--- src/hw/rtl/svalloc_pkg.sv ---
package svalloc_pkg;

    localparam int unsigned VOICES_DEFAULT      = 6;
    localparam int unsigned STACK_DEPTH_DEFAULT = 16;

    localparam int unsigned NOTE_W  = 7;
    localparam int unsigned VNOTE_W = 8;
    localparam int unsigned IDLE_W  = 6;
    localparam int unsigned VOICE_W = 3;
    localparam int unsigned CMD_W   = 2;
    localparam int unsigned MODE_W  = 3;

    localparam logic [VNOTE_W-1:0] NO_NOTE = 8'hFF;

    localparam logic [MODE_W-1:0] MODE_POLY_RR   = 3'd0;
    localparam logic [MODE_W-1:0] MODE_POLY_IDLE = 3'd1;
    localparam logic [MODE_W-1:0] MODE_MONO      = 3'd2;
    localparam logic [MODE_W-1:0] MODE_LEGATO    = 3'd3;
    localparam logic [MODE_W-1:0] MODE_UNISON    = 3'd4;

    localparam logic ACT_NOTE_ON  = 1'b0;
    localparam logic ACT_NOTE_OFF = 1'b1;

    localparam logic [CMD_W-1:0] CMD_ATTACK  = 2'd0;
    localparam logic [CMD_W-1:0] CMD_RELEASE = 2'd1;
    localparam logic [CMD_W-1:0] CMD_GLIDE   = 2'd2;

    typedef struct packed {
        logic              action;
        logic [NOTE_W-1:0] note;
        logic [IDLE_W-1:0] voice_idle_mask;
    } t_in_item;

    typedef struct packed {
        logic [VOICE_W-1:0] voice;
        logic [NOTE_W-1:0]  assigned_note;
        logic [CMD_W-1:0]   command;
        logic               snap_pitch;
        logic               last;
    } t_out_item;

    // per-voice update strobes
    typedef struct packed {
        logic set_note;
        logic set_gate;
        logic clr_gate;
    } t_vc_ctl;

    // stack operation, common to all stack cells
    typedef struct packed {
        logic push;
        logic remove;
    } t_sc_ctl;

endpackage

--- src/hw/rtl/svalloc_voice_cell.sv ---
module svalloc_voice_cell
    import svalloc_pkg::*;
(
    input  logic               i_clk,
    input  logic               i_rst_n,
    input  t_vc_ctl            i_ctl,
    input  logic [NOTE_W-1:0]  i_ev_note,
    input  logic [NOTE_W-1:0]  i_new_note,
    input  logic               i_idle,
    input  logic               i_busy_seen,
    input  logic               i_idle_seen,
    output logic               o_busy_seen,
    output logic               o_idle_seen,
    output logic               o_busy_first,
    output logic               o_idle_first,
    output logic               o_release,
    output logic               o_gate,
    output logic [VNOTE_W-1:0] o_note
);

    logic [VNOTE_W-1:0] r_note;
    logic               r_gate;
    logic               same_note;
    logic               busy;

    assign same_note    = (r_note == {1'b0, i_ev_note});
    assign busy         = same_note & ~i_idle;
    // priority chains: first sounding voice on this note, first idle voice
    assign o_busy_first = busy & ~i_busy_seen;
    assign o_busy_seen  = i_busy_seen | busy;
    assign o_idle_first = i_idle & ~i_idle_seen;
    assign o_idle_seen  = i_idle_seen | i_idle;
    assign o_release    = r_gate & same_note;
    assign o_gate       = r_gate;
    assign o_note       = r_note;

    always_ff @(posedge i_clk) begin
        if (!i_rst_n) begin
            r_note <= NO_NOTE;
            r_gate <= 1'b0;
        end else begin
            if (i_ctl.set_note) begin
                r_note <= {1'b0, i_new_note};
            end
            if (i_ctl.clr_gate) begin
                r_gate <= 1'b0;
            end else if (i_ctl.set_gate) begin
                r_gate <= 1'b1;
            end
        end
    end

endmodule

--- src/hw/rtl/svalloc_stack_cell.sv ---
module svalloc_stack_cell
    import svalloc_pkg::*;
#(
    parameter int unsigned DEPTH = STACK_DEPTH_DEFAULT,
    parameter int unsigned IDX   = 0
) (
    input  logic                       i_clk,
    input  t_sc_ctl                    i_ctl,
    input  logic [$clog2(DEPTH+1)-1:0] i_count,
    input  logic [NOTE_W-1:0]          i_ev_note,
    input  logic [NOTE_W-1:0]          i_right_note,
    input  logic                       i_found_seen,
    output logic                       o_found_seen,
    output logic                       o_top_hit,
    output logic [NOTE_W-1:0]          o_note
);

    localparam int unsigned       CW     = $clog2(DEPTH + 1);
    localparam logic [CW-1:0]     MY_IDX = CW'(IDX);
    localparam logic [CW-1:0]     LAST   = CW'(DEPTH - 1);

    logic [NOTE_W-1:0] r_note;
    logic              in_range;
    logic              match;
    logic              full;

    assign in_range     = (MY_IDX < i_count);
    assign match        = in_range && (r_note == i_ev_note);
    // oldest match wins; everything from it upward shifts down on removal
    assign o_found_seen = i_found_seen | match;
    assign o_top_hit    = match & ~i_found_seen & ((MY_IDX + CW'(1)) == i_count);
    assign full         = (i_count == CW'(DEPTH));
    assign o_note       = r_note;

    always_ff @(posedge i_clk) begin
        if (i_ctl.push) begin
            if (full) begin
                // drop oldest, new note lands on top
                r_note <= (MY_IDX == LAST) ? i_ev_note : i_right_note;
            end else if (MY_IDX == i_count) begin
                r_note <= i_ev_note;
            end
        end else if (i_ctl.remove && o_found_seen) begin
            r_note <= i_right_note;
        end
    end

endmodule

--- src/hw/rtl/synth_voice_allocator.sv ---
// Channel | Direction | Handshake                  | Payload
// --------+-----------+----------------------------+------------------------
// in      | input     | i_in_valid / o_in_stall    | i_in_item  (t_in_item)
// out     | output    | o_out_valid / i_out_stall  | o_out_item (t_out_item)
// cfg     | input     | i_cfg_we (no wait)         | i_cfg_wdata (voice mode)
//
// One item at a time: an accept state, an evaluate state in which the stack
// cells and voice cells resolve their priority chains and update, then one
// result per cycle through the output register while the output does not
// stall. An item that gives no result goes straight back to accept.
// Output stalls hold the result sequencer in place.
// Reset is synchronous, active low; there is no clearing pass, the stack
// entries stay undefined until pushed and are only read below the fill count.
module synth_voice_allocator
    import svalloc_pkg::*;
#(
    parameter int unsigned VOICES      = VOICES_DEFAULT,
    parameter int unsigned STACK_DEPTH = STACK_DEPTH_DEFAULT
) (
    input  logic              i_clk,
    input  logic              i_rst_n,
    input  logic              i_cfg_we,
    input  logic [MODE_W-1:0] i_cfg_wdata,
    input  logic              i_in_valid,
    output logic              o_in_stall,
    input  t_in_item          i_in_item,
    output logic              o_out_valid,
    input  logic              i_out_stall,
    output t_out_item         o_out_item
);

    localparam int unsigned VW = (VOICES > 1) ? $clog2(VOICES) : 1;
    localparam int unsigned CW = $clog2(STACK_DEPTH + 1);
    localparam int unsigned IW = $clog2(STACK_DEPTH);

    typedef enum logic [1:0] {
        S_IDLE,
        S_EVAL,
        S_EMIT
    } t_state;

    // control
    t_state             r_state;
    logic [MODE_W-1:0]  r_mode;
    logic [CW-1:0]      r_count;    // stack fill
    logic [VW-1:0]      r_rr;       // round-robin pointer
    logic [VOICES-1:0]  r_emit;     // voices still to report
    logic               r_out_valid;
    // payload
    t_in_item           r_item;
    logic [VOICES-1:0]  r_snap;
    logic [CMD_W-1:0]   r_cmd;
    logic [NOTE_W-1:0]  r_note;
    t_out_item          r_out;

    // evaluate results
    logic [CW-1:0]      n_count;
    logic [VW-1:0]      n_rr;
    logic [VOICES-1:0]  n_emit;
    logic [VOICES-1:0]  n_snap;
    logic [CMD_W-1:0]   n_cmd;
    logic [NOTE_W-1:0]  n_note;

    logic               mode_stack;
    logic               mode_unison;
    logic               mode_rr;
    logic               ev_on;
    logic [NOTE_W-1:0]  ev_note;

    // voice row
    t_vc_ctl            vctl [VOICES];
    logic [NOTE_W-1:0]  vc_new_note;
    logic [VOICES:0]    busy_seen;
    logic [VOICES:0]    idle_seen;
    logic [VOICES-1:0]  busy_first;
    logic [VOICES-1:0]  idle_first;
    logic [VOICES-1:0]  v_release;
    logic [VOICES-1:0]  v_gate;
    logic [VOICES-1:0]  v_idle;
    logic [VOICES-1:0]  rr_onehot;
    logic [VOICES-1:0]  tgt;
    logic [VNOTE_W-1:0] v_note [VOICES];
    logic [VW-1:0]      rr_next;

    // stack row
    t_sc_ctl            sctl;
    logic [STACK_DEPTH:0]   found_seen;
    logic [STACK_DEPTH-1:0] top_hit;
    logic [NOTE_W-1:0]  s_note [STACK_DEPTH];
    logic [CW-1:0]      below_top_idx;
    logic [NOTE_W-1:0]  below_top;
    logic               stack_full;

    // result sequencer
    logic [VOICES-1:0]  lowest;
    logic [VW-1:0]      low_idx;
    logic [VW+VOICE_W-1:0] voice_ext;
    logic               emit_last;
    logic               out_free;
    t_out_item          out_next;

    assign o_in_stall  = (r_state != S_IDLE);
    assign o_out_valid = r_out_valid;
    assign o_out_item  = r_out;

    assign ev_on   = (r_item.action == ACT_NOTE_ON);
    assign ev_note = r_item.note;

    // unused codes behave as poly idle-first
    always_comb begin
        mode_stack  = 1'b0;
        mode_unison = 1'b0;
        mode_rr     = 1'b0;
        case (r_mode)
            MODE_POLY_RR:          mode_rr     = 1'b1;
            MODE_POLY_IDLE:        mode_rr     = 1'b0;
            MODE_MONO, MODE_LEGATO: mode_stack = 1'b1;
            MODE_UNISON:           mode_unison = 1'b1;
            default:               mode_rr     = 1'b0;
        endcase
    end

    //------------------------------------------------------------------
    // Voice cells: one per voice, chained for first-match / first-idle
    //------------------------------------------------------------------
    assign busy_seen[0] = 1'b0;
    assign idle_seen[0] = 1'b0;

    for (genvar gv = 0; gv < VOICES; gv++) begin : g_voice
        // voices past the idle mask never report idle
        if (gv < IDLE_W) begin : g_idle
            assign v_idle[gv] = r_item.voice_idle_mask[gv];
        end else begin : g_noidle
            assign v_idle[gv] = 1'b0;
        end

        svalloc_voice_cell u_cell (
            .i_clk        (i_clk),
            .i_rst_n      (i_rst_n),
            .i_ctl        (vctl[gv]),
            .i_ev_note    (ev_note),
            .i_new_note   (vc_new_note),
            .i_idle       (v_idle[gv]),
            .i_busy_seen  (busy_seen[gv]),
            .i_idle_seen  (idle_seen[gv]),
            .o_busy_seen  (busy_seen[gv+1]),
            .o_idle_seen  (idle_seen[gv+1]),
            .o_busy_first (busy_first[gv]),
            .o_idle_first (idle_first[gv]),
            .o_release    (v_release[gv]),
            .o_gate       (v_gate[gv]),
            .o_note       (v_note[gv])
        );
    end

    //------------------------------------------------------------------
    // Stack cells: index 0 is the oldest note, removal shifts down
    //------------------------------------------------------------------
    assign found_seen[0] = 1'b0;

    for (genvar gs = 0; gs < STACK_DEPTH; gs++) begin : g_stack
        logic [NOTE_W-1:0] right_note;

        if (gs == STACK_DEPTH - 1) begin : g_end
            assign right_note = s_note[gs];
        end else begin : g_mid
            assign right_note = s_note[gs+1];
        end

        svalloc_stack_cell #(
            .DEPTH (STACK_DEPTH),
            .IDX   (gs)
        ) u_cell (
            .i_clk        (i_clk),
            .i_ctl        (sctl),
            .i_count      (r_count),
            .i_ev_note    (ev_note),
            .i_right_note (right_note),
            .i_found_seen (found_seen[gs]),
            .o_found_seen (found_seen[gs+1]),
            .o_top_hit    (top_hit[gs]),
            .o_note       (s_note[gs])
        );
    end

    assign stack_full    = (r_count == CW'(STACK_DEPTH));
    // entry just under the top; only used with two or more notes held
    assign below_top_idx = r_count - CW'(2);
    assign below_top     = s_note[below_top_idx[IW-1:0]];

    assign rr_next = (r_rr == VW'(VOICES - 1)) ? '0 : r_rr + VW'(1);

    always_comb begin
        for (int i = 0; i < VOICES; i++) begin
            rr_onehot[i] = (r_rr == VW'(i));
        end
    end

    //------------------------------------------------------------------
    // Evaluate: decide commands, update cells, load the result set
    //------------------------------------------------------------------
    always_comb begin
        n_count     = r_count;
        n_rr        = r_rr;
        n_emit      = '0;
        n_snap      = '0;
        n_cmd       = CMD_ATTACK;
        n_note      = ev_note;
        vc_new_note = ev_note;
        sctl        = '0;
        tgt         = '0;
        for (int i = 0; i < VOICES; i++) begin
            vctl[i].set_note = 1'b0;
            vctl[i].set_gate = 1'b0;
            vctl[i].clr_gate = i_cfg_we;   // mode write drops every gate
        end

        if (r_state == S_EVAL) begin
            if (ev_on) begin
                if (mode_stack) begin
                    sctl.push        = 1'b1;
                    n_count          = stack_full ? r_count : r_count + CW'(1);
                    vctl[0].set_note = 1'b1;
                    vctl[0].set_gate = 1'b1;
                    n_emit[0]        = 1'b1;
                    if (r_mode == MODE_MONO) begin
                        n_snap[0] = ~v_gate[0];
                    end else if (r_count == '0) begin
                        n_snap[0] = 1'b1;
                    end else begin
                        n_cmd = CMD_GLIDE;
                    end
                end else if (mode_unison) begin
                    for (int i = 0; i < VOICES; i++) begin
                        vctl[i].set_note = 1'b1;
                        vctl[i].set_gate = 1'b1;
                    end
                    n_emit = '1;
                    n_snap = ~v_gate;
                end else if (busy_seen[VOICES]) begin
                    // same note still sounding: retrigger that voice only
                    for (int i = 0; i < VOICES; i++) begin
                        vctl[i].set_gate = busy_first[i];
                    end
                    n_emit = busy_first;
                end else begin
                    if (!mode_rr && idle_seen[VOICES]) begin
                        tgt = idle_first;
                    end else begin
                        tgt  = rr_onehot;
                        n_rr = rr_next;
                    end
                    for (int i = 0; i < VOICES; i++) begin
                        vctl[i].set_note = tgt[i];
                        vctl[i].set_gate = tgt[i];
                    end
                    n_emit = tgt;
                    n_snap = tgt & v_idle;
                end
            end else if (mode_stack) begin
                if (found_seen[STACK_DEPTH]) begin
                    sctl.remove = 1'b1;
                    n_count     = r_count - CW'(1);
                    if (r_count == CW'(1)) begin
                        vctl[0].clr_gate = 1'b1;
                        n_emit[0]        = 1'b1;
                        n_cmd            = CMD_RELEASE;
                        n_note           = v_note[0][NOTE_W-1:0];
                    end else if (|top_hit) begin
                        // fall back to the previous held note
                        vc_new_note      = below_top;
                        vctl[0].set_note = 1'b1;
                        n_emit[0]        = 1'b1;
                        n_cmd            = (r_mode == MODE_MONO) ? CMD_ATTACK : CMD_GLIDE;
                        n_note           = below_top;
                    end
                end
            end else begin
                for (int i = 0; i < VOICES; i++) begin
                    vctl[i].clr_gate = vctl[i].clr_gate | v_release[i];
                end
                n_emit = v_release;
                n_cmd  = CMD_RELEASE;
            end
        end
    end

    //------------------------------------------------------------------
    // Result sequencer: lowest pending voice first
    //------------------------------------------------------------------
    assign lowest    = r_emit & (~r_emit + VOICES'(1));
    assign emit_last = ((r_emit & ~lowest) == '0);
    assign out_free  = !r_out_valid || !i_out_stall;

    always_comb begin
        low_idx = '0;
        for (int i = 0; i < VOICES; i++) begin
            if (lowest[i]) begin
                low_idx = VW'(i);
            end
        end
    end

    assign voice_ext = {{VOICE_W{1'b0}}, low_idx};

    always_comb begin
        out_next.voice         = voice_ext[VOICE_W-1:0];
        out_next.assigned_note = r_note;
        out_next.command       = r_cmd;
        out_next.snap_pitch    = |(lowest & r_snap);
        out_next.last          = emit_last;
    end

    always_ff @(posedge i_clk) begin
        if (!i_rst_n) begin
            r_state     <= S_IDLE;
            r_mode      <= MODE_POLY_RR;
            r_count     <= '0;
            r_rr        <= '0;
            r_emit      <= '0;
            r_out_valid <= 1'b0;
        end else begin
            // output register: load a new result or drain the taken one
            if (r_state == S_EMIT && out_free) begin
                r_out_valid <= 1'b1;
            end else if (!i_out_stall) begin
                r_out_valid <= 1'b0;
            end

            case (r_state)
                S_IDLE: begin
                    if (i_in_valid) begin
                        r_item  <= i_in_item;
                        r_state <= S_EVAL;
                    end
                end
                S_EVAL: begin
                    r_rr    <= n_rr;
                    r_emit  <= n_emit;
                    r_snap  <= n_snap;
                    r_cmd   <= n_cmd;
                    r_note  <= n_note;
                    r_state <= (n_emit != '0) ? S_EMIT : S_IDLE;
                end
                S_EMIT: begin
                    if (out_free) begin
                        r_out       <= out_next;
                        r_emit      <= r_emit & ~lowest;
                        if (emit_last) begin
                            r_state <= S_IDLE;
                        end
                    end
                end
                default: r_state <= S_IDLE;
            endcase

            // mode write empties the stack (gates cleared in the cells)
            if (i_cfg_we) begin
                r_mode  <= i_cfg_wdata;
                r_count <= '0;
            end else if (r_state == S_EVAL) begin
                r_count <= n_count;
            end
        end
    end

endmodule

--- config.mk ---
export PLATFORM = sky130hd
export DESIGN_NAME = synth_voice_allocator
export DESIGN_NICKNAME = d
export VERILOG_FILES = /design/src/hw/rtl/svalloc_pkg.sv /design/src/hw/rtl/svalloc_voice_cell.sv /design/src/hw/rtl/svalloc_stack_cell.sv /design/src/hw/rtl/synth_voice_allocator.sv
export SDC_FILE = /design/constraint.sdc
export NUM_CORES = 1
export LEC_CHECK = 0
export ABC_AREA = 1
export BUFFER_PORTS_ARGS = -buffer_cell sky130_fd_sc_hd__buf_2
export CAP_MARGIN = 20
export CORE_ASPECT_RATIO = 1.2
export CORE_MARGIN = 2
export CORE_UTILIZATION = 45
export CTS_CLUSTER_DIAMETER = 120
export CTS_CLUSTER_SIZE = 28
export DETAILED_ROUTE_END_ITERATION = 16
export GPL_TIMING_DRIVEN = 0
export SYNTH_ARGS = -nofsm -noshare
export SYNTH_HDL_FRONTEND = slang
export SYNTH_HIERARCHICAL = 1
export SYNTH_SLANG_ARGS = --single-unit
--- constraint.sdc ---
create_clock -name i_clk -period 12.8 [get_ports i_clk]
set_input_delay 2.56 -clock i_clk [delete_from_list [all_inputs] [get_ports i_clk]]
set_output_delay 2.56 -clock i_clk [all_outputs]
set_load 0.05 [all_outputs]
# After elaboration in Yosys (flattened, before gate mapping)
# Cells that the tools add are included.
# classes
bitwise,129
n_addsub,5
n_eq_ne,71
reduce_logical,96
n_lt_le_gt_ge,17
muxes,183
# ops
cell,n
two-way mux 7 bit,74
== test 7 bit,16
two-way mux 6 bit,13
two-way mux 2 bit,31
bitwise AND 1 bit,53
two-way mux 1 bit,51
== test 8 x 7 -> 1 bit,6
== test 4 x 5 -> 1 bit (first input constant),8
less-than comparator 4 x 5 -> 1 bit (first input constant),8
inequality test 3 x 2 -> 1 bit (second input constant),13
inverter 1 bit,37
AND reduction 2 bit,18
nonzero test 2 bit,18
two-way mux 5 bit,7
logical AND 1 bit,33
bitwise OR 1 bit,31
binary-select mux 7 bit (select 4 bit),1
bitwise AND 6 bit,4
== test 3 x 5 -> 1 bit (first input constant),4
less-than comparator 3 x 5 -> 1 bit (first input constant),4
OR reduction 2 bit,10
two-way mux 18 bit,1
inverter 6 bit,3
OR reduction 16 bit,1
36 further kinds,56
# totals
output_inout_bits,16
ff_bits,229

# Longest topological paths before layout
# Gate-level depths: netlist (run 1).
# logic_depth
word_depth,29
mapped_depth,45
ltp_nobuf,44

# Hierarchy
# The synthesis (run 1) kept the hierarchy.
# by_module_without_submodules
mod,cells_per_inst,area_per_inst_um2,instances
synth_voice_allocator,666,4563.1,1
svalloc_voice_cell,75,471.7,6
svalloc_stack_cell (g_stack[4].u_cell),72,571.8,1
svalloc_stack_cell (g_stack[10].u_cell),68,554.3,1
svalloc_stack_cell (g_stack[7].u_cell),79,535.5,1
svalloc_stack_cell (g_stack[0].u_cell),75,526.8,1
svalloc_stack_cell (g_stack[9].u_cell),68,523.0,1
svalloc_stack_cell (g_stack[11].u_cell),65,521.8,1
svalloc_stack_cell (g_stack[2].u_cell),60,518.0,1
svalloc_stack_cell (g_stack[1].u_cell),62,516.7,1
svalloc_stack_cell (g_stack[8].u_cell),75,516.7,1
svalloc_stack_cell (g_stack[14].u_cell),75,515.5,1
svalloc_stack_cell (g_stack[15].u_cell),80,514.2,1
svalloc_stack_cell (g_stack[13].u_cell),60,513.0,1
+4 rows,-,-,-

# Least setup slack after synthesis (run 1)
# OpenSTA, ideal clock, no wires.
# synth_path
path_kind,register -> register
startpoint,register r_item (netlist bit ev_note[4])
endpoint,register g_stack[12].u_cell.r_note[0] (enable)
arrival_time_ps,4724
required_time_ps,12427
synth_period_minus_slack_ps,5097
n_path_buf,1
path_stages_with_launch,41
setup_ps,373
path_slack_ps,7703
cell_sequence,edfxtp_1 inv_1 nand2_1 nand2_1 nor2_1 nand3_1 o21bai_2 inv_1 nand2_2 inv_1 nand2_2 inv_1 nand2_2 o21bai_4 inv_1 nand2_1 inv_1 nand2_2 (+5 left out) nand2_2 inv_1 nand2_2 inv_1 nand2_2 o21bai_2 inv_1 nand2_2 o21bai_2 inv_1 nand2_2 buf_2 inv_1 nor2_2 nand2_2 nor2_8 nand2_1 a21oi_1
# synth_rtl
item,line_no,rtl
start: declaration,synth_voice_allocator.sv:50,t_in_item r_item;
start signal: assignment,synth_voice_allocator.sv:333,r_item <= i_in_item;
end signal: assignment,svalloc_stack_cell.sv:39,r_note <= (MY_IDX == LAST) ? i_ev_note : i_right_note;
end signal: assignment,svalloc_stack_cell.sv:41,r_note <= i_ev_note;
end signal: assignment,svalloc_stack_cell.sv:44,r_note <= i_right_note;
end: declaration,svalloc_stack_cell.sv:22,logic [NOTE_W-1:0] r_note;

# Worst setup path after layout (run 1)
# layout_path
startpoint,register r_item (netlist bit ev_note[5])
endpoint,register g_voice[1].u_cell.r_note[5]
# layout_via
word_cells_on_any_way,122
cone_classes,eq/ne (22); mux (11); bitwise (72); reduce/logical (17)
# layout_rtl
item,line_no,rtl
== test 7 bit,svalloc_stack_cell.sv:28,assign match = in_range && (r_note == i_ev_note);
logical AND 1 bit,svalloc_stack_cell.sv:28,
net found_seen[1],synth_voice_allocator.sv:87,logic [STACK_DEPTH:0] found_seen;
bitwise OR 1 bit,svalloc_stack_cell.sv:30,assign o_found_seen = i_found_seen | match;
net found_seen[2],synth_voice_allocator.sv:87,
bitwise OR 1 bit,svalloc_stack_cell.sv:30,
net found_seen[3],synth_voice_allocator.sv:87,
bitwise OR 1 bit,svalloc_stack_cell.sv:30,
net found_seen[4],synth_voice_allocator.sv:87,
(+1 left out),-,
net found_seen[5],synth_voice_allocator.sv:87,
(+1 left out),-,
net found_seen[6],synth_voice_allocator.sv:87,
(+1 left out),-,
net found_seen[7],synth_voice_allocator.sv:87,
(+1 left out),-,
net found_seen[8],synth_voice_allocator.sv:87,
(+1 left out),-,
net found_seen[9],synth_voice_allocator.sv:87,
(+1 left out),-,
net found_seen[10],synth_voice_allocator.sv:87,
(+1 left out),-,
net found_seen[11],synth_voice_allocator.sv:87,
(+1 left out),-,
net found_seen[12],synth_voice_allocator.sv:87,
(+1 left out),-,
net found_seen[13],synth_voice_allocator.sv:87,
(+1 left out),-,
net found_seen[14],synth_voice_allocator.sv:87,
(+1 left out),-,
net found_seen[15],synth_voice_allocator.sv:87,
bitwise OR 1 bit,svalloc_stack_cell.sv:30,
net found_seen[16],synth_voice_allocator.sv:87,
two-way mux 7 bit,synth_voice_allocator.sv:261,if (found_seen[STACK_DEPTH]) begin
two-way mux 7 bit,synth_voice_allocator.sv:260,end else if (mode_stack) begin
two-way mux 7 bit,synth_voice_allocator.sv:219,if (ev_on) begin
two-way mux 7 bit,synth_voice_allocator.sv:218,if (r_state == S_EVAL) begin
net vc_new_note[5],synth_voice_allocator.sv:72,logic [NOTE_W-1:0] vc_new_note;
end signal: assignment,svalloc_voice_cell.sv:43,"r_note <= {1'b0, i_new_note};"
end: declaration,svalloc_voice_cell.sv:21,logic [VNOTE_W-1:0] r_note;
# The timed path passes the listed nets, and every way through them passes these cells.
# A chain may end at the register's enable or synchronous reset.

==> metrics.md, run 1 <==
| Metric | Value |
|---|---|
| Least-Margin Pin Slew | 0.955 ns |
| Status | complete, no violations |
| Slew HR | 36.4% |
| Clock-pin slew on the worst setup and hold paths | 0.12 ns |
| Worst hold path class | register to register |
| Post-CTS setup buffers | 0 |
| Vias in the first global route | 13.9k |
| Vias per Instance | 5.27 |
| Width of the die | 175 um |
| Die height | 209 um |
| Hold Startpoint | r_cmd[1] |
| Fin Clk Skew | 0.0419 ns |
| Longest Clk Path Bufs | 3 |
| Final-stage net count | 2334 |
| Std-Cell Rows | 75 |
| R2R Setup Slk | 6.30 ns |
| Root buffer cell | clkbuf_16 |
| CP dominant cell by count | inv_1 |
| Tcrit/Tclk final | 50.8% |
| Sequential area share after synthesis | 39.0% |
| Hold Crit Endpoint | o_out_item[3] |
| M1 WL | 20.4 mm |
| Crit-path slowest cell | edfxtp_1 |
| Met3 wire len | 2.63 mm |
| Endpoints failing hold | 0 |
| TritonCTS Buffers | 12 |
| # DRC | 0 |
| Reg2reg path depth | 46 |
| LEAKAGE | 0.00831 uW |
| Initial DRC count | 1193 |
| Cell Area, Synth | 15700 um2 |
| Synth Register Bits | 229 |
| Max IR drop VDD | 0.0604 mV |
| First-pass DRT Iterations | 5 |
| Setup WS post-layout | 6.30 ns |
| Max Fclk | 0.154 GHz |
| Drt wl/cell | 18.0 um |
| Total track usage | 27.1% |
| Syn. warnings | 6 |
| Grt total ovfl | 0 |
| Vias | 14.6k |
| Reg2reg start | ev_note[5] |
| Met2 WL | 24.4 mm |
| Startpoint Class | register |
| Mean Syn Cell Area | 7.10 um2 |
| Area Overhead vs Synth | 11.5% |
| FF-to-FF End | g_voice[1].u_cell/o_note[5] |
| Port Buffers | 37 |
| WP data required | 13.18 ns |
| Routed Antenna Nets | 0 |
| GPL Wtd Cong | 0.915 |
| Initial core utilization | 45.3% |
| Die area | 36500 um2 |
| Hold buffers post-CTS | 0 |
| # diodes | 0 |
| Fraction of layout instances using a drive strength above 1 | 13.0% |
| Placement Cell Area | 17200 um2 |
| Power per cell area | 82.4 nW/um2 |
| CP Capture Type | register |
| Synthesized netlist cell count | 2218 |
| Max-slew violation count | 0 |
| Hold Path Depth | 0 |
| Top sig layer | met4 |
| Final WL | 50.0 mm |
| Synth cell types | 55 |
| Total negative setup slack | 0 ns |
| Initial antenna violation count | 0 |
| Design Area, Final | 17600 um2 |
| Pre-CTS setup slack | 6.37 ns |
| MaxCap Viol Count | 0 |
| Crit path largest cell delay | 0.99 ns |
| Largest net degree at the start of global routing | 35 |
| Worst-Skew Late Latency | 0.52 ns |
| CTS sink cnt | 229 |
| Post-DP HPWL | 37.2 mm |
| I/O pins | 38 |
| Power Total | 1450 uW |
| CTS tree | done |
| First-pass GRT wire length | 77.2 mm |
| WS Path Type | register to register |
| Number of H-tree levels | 1 |
| Setup-failing EPs final | 0 |
| Critical Path Fanout Max | 22 |
| Post-layout min period | 6.50 ns |
| Total core area | 34700 um2 |
| CP arrival | 6.88 ns |
| Unrepaired setup endpoints after global routing | false |
| Post-CTS sizing | 0 |
| Worst setup path startpoint | ev_note[5] |
## layout make-up
type	instances	area [um2]
Timing Repair Buffer	67	837
Inverter	376	1420
Multi-Input combinational cell	1567	7860
Fill cell	3455	17200
Clock buffer	18	344
Clock inverter	2	25.0
Buffer	51	354
Sequential cell	229	6140
Tap cell	462	578
## placed cells by master (no fill, tap or decap), drive strengths merged, types with 4 or more instances in the layout
cell type,Yosys,layout
a21oi,84,84
nand4,13,13
nor4,7,7
nand3,131,131
clkbuf,13,31
nand2,674,674
edfxtp,155,155
xnor2,34,34
and3,7,7
o2111a,5,5
conb,1,6
buf,38,105
xor2,11,11
nor3,32,32
o211ai,20,20
o22ai,4,4
or2,7,7
dfxtp,74,74
o21ai,191,191
mux2,36,36
o21bai,9,9
ha,8,8
a31oi,7,7
inv,374,376
nor2,267,267
nand3b,4,4
## through the flow
stage | hold WS [ns] | std cells | utilization, %
floorplan | 0.400 | 2223 | -
global placement | 0.403 | 2722 | 47.6
detailed placement | 0.405 | 2751 | 49.5
CTS | 0.432 | 2771 | 50.5
global route | 0.441 | 2772 | 50.6
finish | 0.432 | 2772 | 50.6
## worst max path at each step
stage / endpoint
after CTS: g_stack[12].u_cell/o_note[6]
after global routing: g_voice[4].u_cell/o_note[4]
after floorplan: g_stack[12].u_cell/o_note[0]
after detailed placement: g_stack[12].u_cell/o_note[1]
after global placement: g_voice[0].u_cell/o_note[2]
final: g_voice[1].u_cell/o_note[5]
## power breakdown
group          switching [uW]  internal (uW)  leakage (uW)  total, uW
combinational             109           60.6       0.00613        170
sequential               17.1            800       0.00201        817
clock                     265            195      0.000178        460
total                     392           1060       0.00831       1450
## cell usage after synthesis (all sizes together)
master    n  area share [%]
mux2     36             3.0
o21bai    9            0.57
o22ai     4            0.16
dfxtp    74             9.4
nand3   131             4.7
clkbuf   13            0.32
nand4    13            0.52
buf      38             1.9
nor3b     1           0.048
ha        8            0.64
nor2    267             7.1
nor4      7            0.28
nand3b    4            0.19
xnor2    34             1.9
o2111a    5            0.36
a211oi    2            0.13
xor2     11            0.61
and3      7            0.29
a21boi    1            0.12
clkinv    2           0.048
or2       7            0.28
nor3     32             1.2
o31ai     2           0.095
conb      1           0.024
o221ai    2            0.11
a41oi     2            0.11
a21oi    84             2.9
o21ai   191             6.5
inv     374             8.9
o211ai   20            0.95
a31oi     7            0.28
nand2   674              17
edfxtp  155              30
## logic make-up after synthesis
kind of cell    share of synthesized area [%]
buf+inv                                  11.2
mux                                      3.00
flops                                    39.0
compound gates                           12.3
other cells                            0.0238
xor+xnor                                 2.50
fa+ha+maj                               0.636
simple gates                             31.3
## per-layer routing
| metal | GRT usage (%) | vias to the layer above |
|---|---|---|
| li1 | - | 7235 |
| met1 | 33.0 | 6759 |
| met2 | 47.8 | 491 |
| met3 | 2.51 | 128 |
| met4 | 13.2 | 0 |
| met5 | 0 | - |
## registers in the layout, summed over array words and instances (netlist names)
register and count:
r_note 7, g_voice.u_cell/o_note 48, r_snap 6, r_count 5, r_cmd 2, g_stack.u_cell/o_note 112
r_mode 3, g_voice.u_cell/o_gate 6, o_out_valid 1, ev_note 7, r_rr 3, r_item 1
o_out_item 14, v_idle 6, r_emit 6, r_state 2
## critical path: cells and delay by family (launching register included)
kind                   cells  cell delay [ns]
and+or+nand+nor           22             2.72
DFF                        1             0.99
AOI/OAI and AO/OA          6             0.98
buffers and inverters     18             1.66
Power figures use the tool's default switching activity.
==> inputs of run 2 (changes only) <==
ABC_AREA = 0   (was 1)
clock period = 6.74 ns   (was 12.8 ns; I/O delays follow)
==> metrics.md, run 2 <==
| Metric | Value |
|---|---|
| Root buffer cell | clkbuf_16 |
| Max Fclk | 0.155 GHz |
| LEAKAGE | 0.00540 uW |
| Setup-failing EPs final | 0 |
| Endpoints failing hold | 0 |
| Sequential share of power | 57.1% |
| Vias in the first global route | 10.4k |
| First-pass DRT Iterations | 5 |
| Synth top cells by count | 155 x edfxtp_1, 110 x mux2_2, 91 x nand2_1 |
| Clock-pin slew on the worst setup and hold paths | 0.11 ns |
| Max-slew violation count | 0 |
| Number of H-tree levels | 1 |
| Synth cell types | 86 |
| FFs w/ async S/R, synth | 0% |
| Area leader, netlist | edfxtp_1 |
| Slew HR | 39.7% |
| Hold Crit Endpoint | o_out_item[10] |
| Fin Clk Skew | 0.0291 ns |
| Largest net degree at the start of global routing | 63 |
| Die area | 33300 um2 |
| TritonCTS Buffers | 12 |
| Post-DP HPWL | 28.5 mm |
| Final WL | 39.6 mm |
| Crit path largest cell delay | 0.47 ns |
| CP Capture Type | register |
| Switching Share | 23.5% |
| Max IR drop VDD | 0.181 mV |
| Reg2reg start | ev_note[4] |
| # diodes | 0 |
| Startpoint Class | register |
| MaxCap Viol Count | 0 |
| CTS tree | done |
| Hold Slack | 0.431 ns |
| Least-Margin Pin Slew | 0.905 ns |
| Worst hold path class | register to register |
| Worst-Skew Late Latency | 0.50 ns |
| Synth top area share | 32.5% |
| Comb power frac | 9.1% |
| Most common cell after layout, fill and taps aside | edfxtp_1 |
| Mean Syn Cell Area | 11.4 um2 |
| Commonest cells after routing, fill and taps aside | 155 x edfxtp_1, 110 x mux2_2, 91 x nand2_1 |
| # DRC | 0 |
| WS Path Type | register to register |
| Total negative setup slack | 0 ns |
| Vias per Instance | 5.91 |
| Cell Area, Synth | 14300 um2 |
| Post-layout min period | 6.45 ns |
| Synthesized netlist cell count | 1262 |
| Longest Clk Path Bufs | 3 |
| GPL Wtd Cong | 0.863 |
| Max reg flops | 112 |
| First-pass GRT wire length | 61.0 mm |
| Dominant synthesized flop cell | edfxtp_1 |
| Die height | 200 um |
| Hold Startpoint | r_note[6] |
| I/O pins | 38 |
| Top-count cell post-synth | edfxtp_1 |
| Port Buffers | 36 |
| Initial core utilization | 45.7% |
| CP arrival | 6.81 ns |
| FF-to-FF End | g_voice[4].u_cell/o_note[3] |
| Width of the die | 167 um |
| Power per cell area | 163 nW/um2 |
| Reg2reg path depth | 33 |
| Clock group share of total power | 33.8% |
| Tcrit/Tclk final | 95.6% |
| Unrepaired setup endpoints after global routing | true |
| Fraction of layout instances using a drive strength above 1 | 25.6% |
| Hold buffers post-CTS | 0 |
| Routed Antenna Nets | 0 |
| Crit-path slowest cell | edfxtp_1 |
| Total core area | 31400 um2 |
| Area Overhead vs Synth | 13.3% |
| Std-Cell Rows | 71 |
| Sequential area share after synthesis | 42.8% |
| Vias | 10.5k |
| Total track usage | 23.5% |
| Critical Path Fanout Max | 18 |
| R2R Setup Slk | 0.29 ns |
| Final-stage net count | 1391 |
| WP data required | 7.11 ns |
| Switch Pwr | 623 uW |
| Syn. warnings | 6 |
| Initial DRC count | 1026 |
| Status | complete, no violations |
| Synth Register Bits | 229 |
| EDFF count, synth | 155 |
| Drt wl/cell | 22.4 um |
| Initial antenna violation count | 0 |
| Internal power | 2030 uW |
| Grt total ovfl | 0 |
| Hold Path Depth | 0 |
| CTS sink cnt | 229 |
| Synth top area cells | edfxtp_1 32%, dfxtp_1 10%, mux2_2 8.6%, mux4_2 5.2%, xor2_1 5.1% |
-- run 2: worst max path at each step --
stage | from | slack, ns | depth (start not counted) | end
6_report | ev_note[4] | 0.29 | 33 | g_voice[4].u_cell/o_note[3]
5_1_grt | ev_note[4] | -0.12 | 33 | g_voice[4].u_cell/o_note[3]
4_1_cts | ev_note[4] | 0.04 | 32 | g_stack[12].u_cell/o_note[0]
3_5_place_dp | ev_note[4] | -0.76 | 32 | g_voice[4].u_cell/o_note[0]
3_3_place_gp | r_item[13] | -2.44 | 5 | g_stack[8].u_cell/o_note[2]
2_1_floorplan | r_item[13] | 0.37 | 5 | g_stack[8].u_cell/o_note[0]
-- run 2: per-layer routing --
metal	vias up	share of wire (%)	global-route usage (%)
li1	4934	-	-
met2	301	51	43.0
met1	5138	40	28.2
met5	-	0	0
met4	0	4.2	9.61
met3	82	4.4	2.57
-- run 2: final cells by class --
| cell class | instances | area [um2] |
|---|---|---|
| Buffer | 36 | 179 |
| Sequential cell | 229 | 6150 |
| Clock buffer | 18 | 365 |
| Fill cell | 2812 | 15100 |
| Multi-Input combinational cell | 975 | 8040 |
| Clock inverter | 2 | 46.3 |
| Timing Repair Buffer | 78 | 860 |
| Tap cell | 401 | 502 |
| Inverter | 29 | 109 |
-- run 2: cell families after synthesis --
family / Yosys count / synth area share, %
xor gates and xnor gates: 153 / 9.71
buffers and inverters: 65 / 1.99
and+or+nand+nor: 428 / 17.2
DFF: 229 / 42.8
muxes: 207 / 18.5
adders and majority gates: 8 / 0.698
other: 1 / 0.0262
AOI/OAI and AO/OA: 171 / 9.14
-- run 2: worst max-delay path, delay by kind of cell (launching register included) --
| kind | cells | cell delay, ns |
|---|---|---|
| flops | 1 | 0.47 |
| xor+xnor | 1 | 0.17 |
| compound gates | 9 | 1.67 |
| simple gates | 13 | 2.44 |
| buf+inv | 8 | 1.00 |
| mux | 2 | 0.54 |
-- run 2: power groups by stage --
stage / combinational (uW) / clock (uW) / sequential [uW]
after global routing: 261 / 969 / 1520
after detailed placement: 224 / 0 / 1560
after floorplan: 135 / 0 / 1560
final: 241 / 895 / 1510
after CTS: 237 / 928 / 1520
after global placement: 179 / 0 / 1580
-- run 2: repair_timing --
| item | 4_1_cts | 5_1_grt |
|---|---|---|
| pin swaps | 1 | 2 |
| endpoints found under the hold margin | 0 | 0 |
| setup buffers | 11 | 4 |
| gates cloned | 0 | 0 |
| endpoints found under the setup margin | 119 | 168 |
| gates resized for setup | 2 | 20 |
-- run 2: through the flow --
stage | cells | total power [uW] | setup WS, ns | instance area (um2) | utilization (%)
3_3_place_gp | 1706 | 1760 | -2.44 | 15000 | 48.0
5_1_grt | 1768 | 2750 | -0.123 | 16300 | 51.8
3_5_place_dp | 1733 | 1780 | -0.758 | 15600 | 49.8
2_1_floorplan | 1269 | 1700 | 0.370 | 14400 | -
6_report | 1768 | 2650 | 0.295 | 16300 | 51.8
4_1_cts | 1764 | 2680 | 0.0437 | 16100 | 51.4
==> inputs of run 3 (changes only) <==
clock period = 7.34 ns   (was 6.74 ns; I/O delays follow)
==> metrics.md, run 3 (synthesis gave the netlist of run 2 again) <==
| Metric | Value |
|---|---|
| Status | complete, no violations |
| Longest Clk Path Bufs | 3 |
| Die height | 200 um |
| Clock-pin slew on the worst setup and hold paths | 0.11 ns |
| Largest net degree at the start of global routing | 63 |
| Slew HR | 22.6% |
| Power Total | 2430 uW |
| Vias in the first global route | 10.4k |
| Std-Cell Rows | 71 |
| MaxCap Viol Count | 0 |
| Area Overhead vs Synth | 12.8% |
| Most common cell after layout, fill and taps aside | edfxtp_1 |
| Number of H-tree levels | 1 |
| GPL Wtd Cong | 0.863 |
| Final Util | 51.6% |
| Post-DP HPWL | 28.5 mm |
| Die area | 33300 um2 |
| Port Buffers | 36 |
| Max IR drop VDD | 0.166 mV |
| CTS tree | done |
| CP arrival | 7.02 ns |
| WP data required | 7.46 ns |
| Final WL | 39.0 mm |
| Setup-failing EPs final | 0 |
| Grt total ovfl | 0 |
| Finished Layout Cells | 1768 |
| Worst-Skew Late Latency | 0.50 ns |
| Routed Antenna Nets | 0 |
| Internal power | 1860 uW |
| CTS sink cnt | 229 |
| I/O pins | 38 |
| Switching Share | 23.4% |
| CP Capture Type | register |
| Power per cell area | 150 nW/um2 |
| Number of buffers and inverters on the critical path | 8 |
| First-pass DRT Iterations | 5 |
| Drt wl/cell | 22.1 um |
| Final-stage net count | 1391 |
| Top cell family by delay on the critical path | simple AND/OR/NAND/NOR gates |
| Critical Path Fanout Max | 18 |
| # DRC | 0 |
| Total core area | 31400 um2 |
| Tcrit/Tclk final | 93.9% |
| Sequential share of power | 57.3% |
| Startpoint Class | register |
| Total track usage | 23.1% |
| Hold Slack | 0.430 ns |
| Initial core utilization | 45.7% |
| Vias per Instance | 5.92 |
| Unrepaired setup endpoints after global routing | true |
| Fin Clk Skew | 0.0290 ns |
| Initial antenna violation count | 0 |
| # fillers | 2813 |
| Max Fclk | 0.145 GHz |
| Max-slew violation count | 0 |
| Clock group share of total power | 33.8% |
| Root buffer cell | clkbuf_16 |
| TritonCTS Buffers | 12 |
| Commonest cells after routing, fill and taps aside | 155 x edfxtp_1, 110 x mux2_2, 91 x nand2_1 |
| Post-layout min period | 6.89 ns |
| Hold buffers post-CTS | 0 |
| Placed cells | 1733 |
| Crit-path slowest cell | o21ai_0 |
| Worst hold path class | register to register |
| Endpoints failing hold | 0 |
| # diodes | 0 |
| Crit path largest cell delay | 0.80 ns |
| Switch Pwr | 570 uW |
| Vias | 10.5k |
| Fraction of layout instances using a drive strength above 1 | 24.7% |
| WS Path Type | register to register |
| Comb power frac | 9.0% |
| First-pass GRT wire length | 60.2 mm |
| Max reg flops | 112 |
| LEAKAGE | 0.00540 uW |
| Initial DRC count | 900 |
| Least-Margin Pin Slew | 1.15 ns |
| Width of the die | 167 um |
-- run 3: layout make-up --
cell class                      count  area [um2]  area share, %
Buffer                             36         176           1.09
Clock inverter                      2        46.3          0.286
Multi-Input combinational cell    975        7970           49.3
Inverter                           29         109          0.673
Clock buffer                       18         365           2.26
Sequential cell                   229        6140           38.0
Timing Repair Buffer               78         865           5.34
Tap cell                          401         502           3.10
-- run 3: power groups by stage --
stage	Combinational [uW]	Sequential [uW]	Clock (uW)
2_1_floorplan	124	1430	0
3_3_place_gp	164	1450	0
3_5_place_dp	206	1430	0
4_1_cts	206	1400	853
5_1_grt	236	1400	890
6_report	218	1390	822
-- run 3: stage by stage --
stage / setup WS (ns) / instance area, um2 / TNS, ns
floorplan: 0.970 / 14400 / 0
global placement: -1.84 / 15000 / -291.10
detailed placement: -0.158 / 15600 / -0.846
CTS: 0.0849 / 16000 / 0
global route: -0.0239 / 16200 / -0.191
finish: 0.447 / 16200 / 0
-- run 3: worst paths after layout --
path / from / end / slack [ns] / cells after the start
min: r_note[0] / o_out_item[4] / 0.43 / 0
min reg2reg: r_note[0] / o_out_item[4] / 0.43 / 0
max: ev_note[5] / g_stack[13].u_cell/o_note[1] / 0.45 / 31
max reg2reg: ev_note[5] / g_stack[13].u_cell/o_note[1] / 0.45 / 31
-- run 3: repair_timing --
item | 4_1_cts | 5_1_grt
buffers inserted | 0 | 15
gates cloned | 0 | 0
setup endpoints to repair | 6 | 85
gates resized for setup | 1 | 2
pin swaps | 0 | 1
-- run 3: worst register-to-register path: cells and delay by family, from the launching register on --
kind	cells	cell delay, ns
flip-flops	1	0.67
AND/OR/NAND/NOR	11	2.34
XOR/XNOR	1	0.18
AO/OA/AOI/OAI	11	2.25
buffers and inverters	8	1.08
-- run 3: metal layers --
metal | vias to the layer above | wire length, um | GRT usage (%)
li1 | 4933 | - | -
met1 | 5153 | 15800 | 27.8
met2 | 308 | 20000 | 42.3
met3 | 81 | 1730 | 2.59
met4 | 0 | 1480 | 8.75
met5 | - | 0 | 0
